File: src/pqbp_pkg.sv
// Shared types, constants and the per-pixel packing function of the bit packer.
package pqbp_pkg;

   // Stream and queue geometry.
   localparam int unsigned ByteBits   = 8;
   localparam int unsigned QueueDepth = 3;
   localparam logic [2:0]  WidthReset = 3'd4;

   // One response entry as it travels through the output queue.
   typedef struct packed {
      logic [7:0] packed_byte;
      logic       last_byte;
   } rsp_entry_type;

   // Up to two responses written into the queue in one cycle.
   typedef struct packed {
      logic [1:0]    count;
      rsp_entry_type first;
      rsp_entry_type second;
   } push_type;

   // Everything one pixel produces: queue writes and the next packer state.
   typedef struct packed {
      push_type   push;
      logic [7:0] next_partial;
      logic [2:0] next_filled;
   } step_result_type;

   // Advance a queue pointer by one, wrapping at the queue depth.
   function automatic logic [1:0] ptr_inc(input logic [1:0] ptr);
      logic [1:0] nxt;
      if (ptr == 2'(QueueDepth - 1)) begin
         nxt = 2'd0;
      end else begin
         nxt = ptr + 2'd1;
      end
      return nxt;
   endfunction

   // Reduce one pixel to its code, append it MSB-first to the pending bits and
   // emit a full byte and, at end of image, the left-aligned flush byte.
   function automatic step_result_type pack_step(
      input logic [7:0] partial,
      input logic [2:0] filled,
      input logic [2:0] width,
      input logic [7:0] pixel,
      input logic       eoi
   );
      logic [7:0]      code;
      logic [14:0]     acc;
      logic [3:0]      total;
      logic [3:0]      rem;
      logic [7:0]      flush;
      step_result_type r;

      r     = '0;
      rem   = '0;
      // Keep the top bits of the pixel; a width of zero shifts everything out.
      code  = pixel >> (4'd8 - {1'b0, width});
      acc   = ({7'd0, partial} << width) | {7'd0, code};
      total = {1'b0, filled} + {1'b0, width};

      // A full byte leaves the accumulator as soon as it fills.
      if (total >= 4'(ByteBits)) begin
         rem                         = total - 4'(ByteBits);
         r.push.first.packed_byte    = 8'(acc >> rem);
         r.push.first.last_byte      = 1'b0;
         r.push.count                = 2'd1;
         total                       = rem;
         acc                         = acc & ((15'd1 << rem) - 15'd1);
      end

      // At end of image, flush any pending bits and start a fresh stream.
      if (eoi) begin
         if (total != 4'd0) begin
            flush = 8'(acc << (4'd8 - total));
            if (r.push.count == 2'd0) begin
               r.push.first.packed_byte = flush;
               r.push.first.last_byte   = 1'b1;
            end else begin
               r.push.second.packed_byte = flush;
               r.push.second.last_byte   = 1'b1;
            end
            r.push.count = r.push.count + 2'd1;
         end else if (r.push.count != 2'd0) begin
            r.push.first.last_byte = 1'b1;
         end
         r.next_partial = 8'd0;
         r.next_filled  = 3'd0;
      end else begin
         r.next_partial = acc[7:0];
         r.next_filled  = total[2:0];
      end
      return r;
   endfunction

endpackage

File: src/pqbp_rsp_queue.sv
// Three-entry response queue that takes up to two bytes per cycle and gives one.
module pqbp_rsp_queue (
   input  logic                    clock,
   input  logic                    reset,
   input  pqbp_pkg::push_type      push,
   output logic                    push_ready,
   input  logic                    pop,
   output logic                    head_valid,
   output pqbp_pkg::rsp_entry_type head
);

   pqbp_pkg::rsp_entry_type entry_ff [pqbp_pkg::QueueDepth];
   logic [1:0] wr_ptr_ff, wr_ptr_in;
   logic [1:0] rd_ptr_ff, rd_ptr_in;
   logic [1:0] count_ff,  count_in;
   logic [1:0] wr_ptr_next;

   // Room for the worst case of two bytes from the next request.
   assign push_ready  = (count_ff <= 2'd1);
   assign head_valid  = (count_ff != 2'd0);
   assign head        = entry_ff[rd_ptr_ff];
   assign wr_ptr_next = pqbp_pkg::ptr_inc(wr_ptr_ff);

   // Pointer and occupancy bookkeeping.
   always_comb begin
      wr_ptr_in = wr_ptr_ff;
      if (push.count == 2'd1) begin
         wr_ptr_in = wr_ptr_next;
      end else if (push.count == 2'd2) begin
         wr_ptr_in = pqbp_pkg::ptr_inc(wr_ptr_next);
      end
      rd_ptr_in = pop ? pqbp_pkg::ptr_inc(rd_ptr_ff) : rd_ptr_ff;
      count_in  = count_ff + push.count - {1'b0, pop};
   end

   always_ff @(posedge clock) begin
      if (reset) begin
         wr_ptr_ff <= 2'd0;
         rd_ptr_ff <= 2'd0;
         count_ff  <= 2'd0;
      end else begin
         wr_ptr_ff <= wr_ptr_in;
         rd_ptr_ff <= rd_ptr_in;
         count_ff  <= count_in;
      end
   end

   // Entry storage; the first byte goes to the write pointer, the second after it.
   always_ff @(posedge clock) begin
      if (push.count != 2'd0) begin
         entry_ff[wr_ptr_ff] <= push.first;
      end
      if (push.count == 2'd2) begin
         entry_ff[wr_ptr_next] <= push.second;
      end
   end

endmodule

File: src/pixel_quantize_bit_packer_core.sv
// Top level: quantizes gray pixels and packs the codes MSB-first into bytes.
// A byte completed by a request is written into the response queue at acceptance.
// Throughput: one pixel per cycle while each pixel yields at most one byte and rsp_ready
// holds; the single response port sets the limit and sends two bytes one by one.
// A three-entry response queue lets requests proceed while responses are stalled.
// Reset (synchronous): empties the queue, clears pending bits and sets the width to 4.
module pixel_quantize_bit_packer_core (
   input  logic       clock,
   input  logic       reset,
   input  logic       req_valid,
   output logic       req_ready,
   input  logic [7:0] req_pixel,
   input  logic       req_end_of_image,
   output logic       rsp_valid,
   input  logic       rsp_ready,
   output logic [7:0] rsp_packed_byte,
   output logic       rsp_last_byte,
   input  logic       csr_write_enable,
   input  logic [2:0] csr_write_data
);

   logic [2:0] width_ff,   width_in;
   logic [7:0] partial_ff, partial_in;
   logic [2:0] filled_ff,  filled_in;
   logic       req_accept;
   logic       queue_ready;
   pqbp_pkg::step_result_type step;
   pqbp_pkg::push_type        push;
   pqbp_pkg::rsp_entry_type   head;

   assign req_ready  = queue_ready;
   assign req_accept = req_valid & queue_ready;

   // Packing logic for the current request.
   always_comb begin
      step = pqbp_pkg::pack_step(partial_ff, filled_ff, width_ff, req_pixel, req_end_of_image);
      push = req_accept ? step.push : '0;
   end

   // Next values of the configuration and the pending-bit state.
   always_comb begin
      width_in   = csr_write_enable ? csr_write_data : width_ff;
      partial_in = req_accept ? step.next_partial : partial_ff;
      filled_in  = req_accept ? step.next_filled  : filled_ff;
   end

   always_ff @(posedge clock) begin
      if (reset) begin
         width_ff   <= pqbp_pkg::WidthReset;
         partial_ff <= 8'd0;
         filled_ff  <= 3'd0;
      end else begin
         width_ff   <= width_in;
         partial_ff <= partial_in;
         filled_ff  <= filled_in;
      end
   end

   // Output queue decouples the byte stream from the response handshake.
   pqbp_rsp_queue u_rsp_queue (
      .clock      (clock),
      .reset      (reset),
      .push       (push),
      .push_ready (queue_ready),
      .pop        (rsp_valid & rsp_ready),
      .head_valid (rsp_valid),
      .head       (head)
   );

   assign rsp_packed_byte = head.packed_byte;
   assign rsp_last_byte   = head.last_byte;

endmodule

File: config.mk
export PLATFORM = sky130hd
export DESIGN_NAME = pixel_quantize_bit_packer_core
export DESIGN_NICKNAME = d
export VERILOG_FILES = /design/src/pqbp_pkg.sv /design/src/pqbp_rsp_queue.sv /design/src/pixel_quantize_bit_packer_core.sv
export SDC_FILE = /design/constraint.sdc
export NUM_CORES = 1
export LEC_CHECK = 0
export ABC_AREA = 1
export ABC_CLOCK_PERIOD_IN_PS = 6550
export BUFFER_PORTS_ARGS = -buffer_cell sky130_fd_sc_hd__buf_4
export CELL_PAD_IN_SITES_DETAIL_PLACEMENT = 0
export CELL_PAD_IN_SITES_GLOBAL_PLACEMENT = 1
export CORE_MARGIN = 5
export CORE_UTILIZATION = 49
export CTS_BUF_LIST = sky130_fd_sc_hd__clkbuf_4 sky130_fd_sc_hd__clkbuf_8
export CTS_CLUSTER_DIAMETER = 200
export CTS_CLUSTER_SIZE = 24
export DETAILED_ROUTE_END_ITERATION = 8
export PLACE_DENSITY_LB_ADDON = 0.05
export SYNTH_ARGS = -nofsm -noshare
export SYNTH_HDL_FRONTEND = slang
export SYNTH_SLANG_ARGS = --single-unit
File: constraint.sdc
create_clock -name clock -period 6.55 [get_ports clock]
set_input_delay 0.9825 -clock clock [delete_from_list [all_inputs] [get_ports clock]]
set_output_delay 0.9825 -clock clock [all_outputs]
set_load 0.02 [all_outputs]
==> results of run 1 <==
==> final timing paths <==
| path | depth (start not counted) | to | slack [ns] |
|---|---|---|---|
| min | 2 | filled_ff[0] | 0.48 |
| max | 16 | u_rsp_queue.entry_ff[2][3] | 1.23 |
| min reg2reg | 2 | filled_ff[0] | 0.48 |
| max reg2reg | 16 | u_rsp_queue.entry_ff[2][3] | 1.23 |
==> synthesized netlist by cell type, types with 5 or more instances <==
cell	number
nand4_1	15
nor3_1	7
nand2_2	14
nand2_1	215
nand3_1	94
nand3_2	10
o21ai_0	26
inv_1	41
o21ai_1	7
buf_2	6
edfxtp_1	27
inv_2	11
ha_1	12
clkinv_1	5
nor2_2	6
clkbuf_1	10
a21oi_1	40
dfxtp_1	22
nor2_1	38
==> state kept, by name, indices dropped and copies added, names as in the netlist, named ones only <==
register,cells
u_rsp_queue.count_ff,2
filled_ff,3
width_ff,3
partial_ff,8
u_rsp_queue.wr_ptr_ff,2
u_rsp_queue.entry_ff,27
u_rsp_queue.rd_ptr_ff,2
==> worst max-delay path, delay by kind of cell, from the launching register on <==
kind / cells / cell delay, ns
fa+ha+maj: 3 / 1.52
buf+inv: 7 / 1.22
simple gates: 4 / 0.97
compound gates: 2 / 0.70
flops: 1 / 0.52
==> where the power goes <==
part | total [mW] | switching (mW) | leakage [nW] | internal [mW]
sequential | 0.407 | 0.0316 | 0.432 | 0.375
clock | 0.184 | 0.108 | 0.0445 | 0.0760
combinational | 0.708 | 0.483 | 1.63 | 0.224
total | 1.30 | 0.623 | 2.11 | 0.676
==> routing by layer <==
metal  GRT usage  vias up
met5           0        -
met4      0.0349        0
met3      0.0304       11
met2       0.360      151
met1       0.375     2004
li1            -     2187
==> final cells by class <==
cell class	instances	area, sq um
flip-flops and latches	49	1250
clock inverters	3	21.3
well taps	108	135
inverters	58	223
multi-input cells	519	2640
fillers	880	4030
clock buffers	5	68.8
repair buffers	30	225
==> cells by family (layout without fill, tap and decap cells) <==
| group | after synthesis | in the layout |
|---|---|---|
| XOR/XNOR | 1 | 1 |
| AND/OR/NAND/NOR | 416 | 416 |
| adder cells (fa/ha/maj) | 13 | 13 |
| AO/OA/AOI/OAI | 88 | 88 |
| buffers and inverters | 82 | 96 |
| multiplexers | 1 | 1 |
| flip-flops | 49 | 49 |
==> results.toml, run 1 <==
[synth]
synth_warnings = 0
synth_top_flop_cell = "edfxtp_1"
syn-num-nets = 680
synth_fa_ha_area_frac = 0.0400
ys_seq_elements = 49
part_of_the_yosys_area_used_for_sequential_elements = 0.294
synth_area_leaders = "edfxtp_1, nand2_1, nand3_1"
netlist-cell-type-count = 44
synthCells = 650
ys_async_sr_fraction = 0
synth_top_family_by_area = "simple AND/OR/NAND/NOR gates"
netlist_area_sq_um = 4250
yosys.area_share.simple = 0.459
synth-compound-area-share = 0.118
synthXorXnorAreaFrac = 0.00206
synth-edff-count = 27
synth_mux_area_frac = 0.00235
synthDominantCellAreaShare = 0.191
synth_top_cell_by_area = "edfxtp_1"
synth_area_per_cell_sq_um = 6.54

[placement]
port_buffers = 27
placed_cells_incl_taps = 764
dp_slack_ns = 1.33
gp_congestion = 0.983
placement.cell_area_sq_um = 4470
detailedPlacementHpwl_um = 10100

[clocking]
clock_buffers_created_by_tritoncts = 5
cts_root_buffer = "clkbuf_8"
cts_sinks = 49
htree_levels = 2
postCtsResizedCells = 0
clk_pin_slew_worst_paths_ns = 0.09
clock_tree_from_tritoncts = "yes"
postCtsSetupRepairBufs = 0
hold_buffers = 0
worstSkewPairLatency_ns = 0.30
cts.path.max_buffers = 2

[floorplan]
ios = 28
dieHeight_um = 103
cell_row_count = 34
dieArea_sq_um = 10600
core-area_sq_um = 8590
die_w_um = 103
initial_util = 0.495

[setup_path]
crit_path_top_delay_cell = "fa_1"
critical_path_class = "reg -> reg"
worstSetupStartpoint = "width_ff[1]"
cp-start-kind = "register"
worst_ep_required_time_ns = 6.47
timing.rr.start = "width_ff[1]"
crit_path_end_kind = "register"
critPathArrivalTime_ns = 5.24
worst-path-max-fanout = 17
largest_stage_delay_on_the_critical_path_ns = 1.01
timing.critical_path.cells = "inv_2 -> fa_1 -> inv_2 -> nor2_4 -> inv_2 -> nor2_8 -> inv_1 -> ha_1 -> nand3_1 -> inv_1 -> a21oi_1 -> ha_1 -> inv_1 -> nor2_1 -> clkinv_1 -> o31ai_1"

[power_and_ir_drop]
report.power.total_mw = 1.30
p_leak_nw = 2.11
power_density_over_the_cells_nw_per_um2 = 285
ir_worst_vdd_uv = 206

[sta]
period_share = 0.812
unrepaired_setup_endpoints_after_global_routing = "no"
max_freq_mhz = 188
setup_slack_ns = 1.23
finalHoldViolations = 0
final.setup.tns_ns = 0
timing.hold.ws_ns = 0.483
maxSlewViolCount = 0
fin_skew_ns = 0.00584
post-route-min-period_ns = 5.32
max_slew_margin = 0.138
timing_worst_slew_pin_value_ns = 1.28
number_of_endpoints_failing_setup_at_the_final_stage = 0

[route]
met3WireLength_um = 782
top_layer_used = "met4"
ant_nets = 0
postRouteWirelength_um = 12600
routedWlPerCell_um = 16.3
num_vias = 4353
wl_met1_um = 6280
viasPerCell = 5.64
met2_length_um = 5400
drt_iter0_drc = 436
drc = 0
count_of_tritonroute_iterations_in_the_first_routing_pass = 5

[job]
max_cap_viol_count = 0

[hold_path]
timing.hold.worst.start = "filled_ff[0]"
min_path_type = "reg -> reg"

[finish]
insertedDiodeCount = 0
postLayoutCoreUtil = 0.531
synthToLayoutAreaGrowth_pct = 7.33
fin_nets = 693
final_cell_mix = "nand2_1, nand3_1, inv_1"
layoutNonFillerInstCount = 772
final_area_sq_um = 4560
share_of_layout_cells_above_drive_strength_1 = 0.142
layout_commonest_cell = "nand2_1"

[status]
status = "finished clean"

[grt]
grt_start_max_net_pins = 27
first_global_vias = 3900
grt_util_all_layers = 0.241
grt_antenna_before_repair = 0
gr-total-overflow = 0
global_route_wire_length_before_repair_um = 20000
(Power assumes the default switching activity.)
==> run 2: changes to the inputs <==
--- a/config.mk
+++ b/config.mk
@@ -6,12 +6,12 @@
 export NUM_CORES = 1
 export LEC_CHECK = 0
 export ABC_AREA = 1
-export ABC_CLOCK_PERIOD_IN_PS = 6550
+export ABC_CLOCK_PERIOD_IN_PS = 5500
 export BUFFER_PORTS_ARGS = -buffer_cell sky130_fd_sc_hd__buf_4
 export CELL_PAD_IN_SITES_DETAIL_PLACEMENT = 0
 export CELL_PAD_IN_SITES_GLOBAL_PLACEMENT = 1
 export CORE_MARGIN = 5
-export CORE_UTILIZATION = 49
+export CORE_UTILIZATION = 45
 export CTS_BUF_LIST = sky130_fd_sc_hd__clkbuf_4 sky130_fd_sc_hd__clkbuf_8
 export CTS_CLUSTER_DIAMETER = 200
 export CTS_CLUSTER_SIZE = 24
==> constraint.sdc (replaced) <==
create_clock -name clock -period 5.5 [get_ports clock]
set_input_delay 0.825 -clock clock [delete_from_list [all_inputs] [get_ports clock]]
set_output_delay 0.825 -clock clock [all_outputs]
set_load 0.02 [all_outputs]
==> results.toml, run 2 (synthesized netlist as in run 1, its figures left out) <==
[clocking]
cts_root_buffer = "clkbuf_8"
postCtsSetupRepairBufs = 0
postCtsResizedCells = 0
clock_buffers_created_by_tritoncts = 5
hold_buffers = 0
cts.path.max_buffers = 2
worstSkewPairLatency_ns = 0.30
clk_pin_slew_worst_paths_ns = 0.09
htree_levels = 2
clock_tree_from_tritoncts = "yes"
cts_sinks = 49

[floorplan]
core-area_sq_um = 9240
initial_util = 0.460
dieArea_sq_um = 11500
cell_row_count = 35
die_w_um = 107
ios = 28
dieHeight_um = 107

[route]
drt_iter0_drc = 324
ant_nets = 0
count_of_tritonroute_iterations_in_the_first_routing_pass = 5
viasPerCell = 5.39
num_vias = 4295
routedWlPerCell_um = 15.3
postRouteWirelength_um = 12200
drc = 0

[sta]
max_slew_margin = 0.374
setup_slack_ns = 0.750
unrepaired_setup_endpoints_after_global_routing = "no"
final.setup.tns_ns = 0
max_freq_mhz = 211
finalHoldViolations = 0
timing_worst_slew_pin_value_ns = 0.939
maxSlewViolCount = 0
fin_skew_ns = 0.0139
period_share = 0.864
post-route-min-period_ns = 4.75
number_of_endpoints_failing_setup_at_the_final_stage = 0
timing.hold.ws_ns = 0.476

[power_and_ir_drop]
ir_worst_vdd_uv = 205
p_leak_nw = 2.14
power_density_over_the_cells_nw_per_um2 = 331

[finish]
synthToLayoutAreaGrowth_pct = 8.65
share_of_layout_cells_above_drive_strength_1 = 0.147
insertedDiodeCount = 0
largestRegisters = "u_rsp_queue.entry_ff: 27 flops, partial_ff: 8 flops"
final_cell_mix = "nand2_1, nand3_1, inv_1"
largest_register = "u_rsp_queue.entry_ff"
fin_nets = 697
layout_commonest_cell = "nand2_1"
largest_reg_flops = 27

[placement]
dp_slack_ns = 0.864
gp_congestion = 0.934
port_buffers = 27
detailedPlacementHpwl_um = 9720

[setup_path]
cp_common_cell = "inv_1"
timing.critical_path.cells = "inv_2 -> fa_1 -> buf_4 -> inv_2 -> nor2_4 -> inv_2 -> nor2_8 -> inv_1 -> ha_1 -> nand3_1 -> inv_1 -> a21oi_1 -> ha_1 -> inv_1 -> nor2_1 -> inv_1 -> o21ai_0 -> buf_4"
worst-path-max-fanout = 17
crit_path_top_delay_cell = "fa_1"
critPathArrivalTime_ns = 4.75
worstSetupStartpoint = "width_ff[1]"
largest_stage_delay_on_the_critical_path_ns = 0.58
crit_path_end_kind = "register"
path_delay_family = "buffers and inverters"
timing.critical_path.buf_inv = 9
critical_path_class = "reg -> reg"
timing.rr.start = "width_ff[1]"
worst_ep_required_time_ns = 5.50
cp-start-kind = "register"

[grt]
grt_start_max_net_pins = 27
globalRouteMet1Util = 0.330
grt_antenna_before_repair = 0
grt-busiest-layer = "met2"
global_route_wire_length_before_repair_um = 20500
use_met2 = 0.349
grt_util_all_layers = 0.222
gr-total-overflow = 0
global_route.usage.met3 = 0.0283
first_global_vias = 4022

[job]
max_cap_viol_count = 0

[status]
status = "finished clean"

[hold_path]
min_path_type = "reg -> reg"
timing.hold.worst.start = "filled_ff[0]"
[run 2: cell types whose count changed in the layout (fill, tap and decap cells not counted), sizes merged]
cell / delta
clkbuf: +1
clkinvlp: -1
buf: +4
[run 2: final cells by class]
| type | count | area (sq um) |
|---|---|---|
| fillers | 947 | 4620 |
| multi-input cells | 519 | 2640 |
| flip-flops and latches | 49 | 1250 |
| repair buffers | 34 | 255 |
| inverters | 58 | 223 |
| well taps | 129 | 161 |
| clock buffers | 6 | 76.3 |
| clock inverters | 2 | 13.8 |
[run 2: through the flow]
stage	instance area, sq um	util	total power [mW]	std cells
CTS	4620	0.500	1.53	797
finish	4620	0.500	1.53	797
global route	4620	0.500	1.65	797
detailed placement	4530	0.490	1.32	789
global placement	4530	0.490	1.31	789
floorplan	4250	-	1.08	650
[run 2: path summary, 6_finish.rpt]
check                               end  slack (ns)  cells past startpoint
max reg2reg  u_rsp_queue.entry_ff[1][4]        0.75                     18
max          u_rsp_queue.entry_ff[1][4]        0.75                     18
min                        filled_ff[0]        0.48                      2
min reg2reg                filled_ff[0]        0.48                      2
[run 2: worst min-delay path, stage by stage (launching register included)]
cell and delay, ns:
dfxtp_1 0.32, nand2_1 0.06, a21oi_1 0.05
[run 2: layer usage]
metal | vias up | share of wire
met5 | - | 0
li1 | 2203 | -
met1 | 1948 | 0.48
met3 | 11 | 0.061
met4 | 0 | 0.0084
met2 | 133 | 0.45
[run 2: power breakdown]
group	internal (mW)	switching (mW)	total, mW
Combinational	0.271	0.557	0.828
Sequential	0.447	0.0404	0.487
Clock	0.0957	0.118	0.214
Total	0.813	0.715	1.53
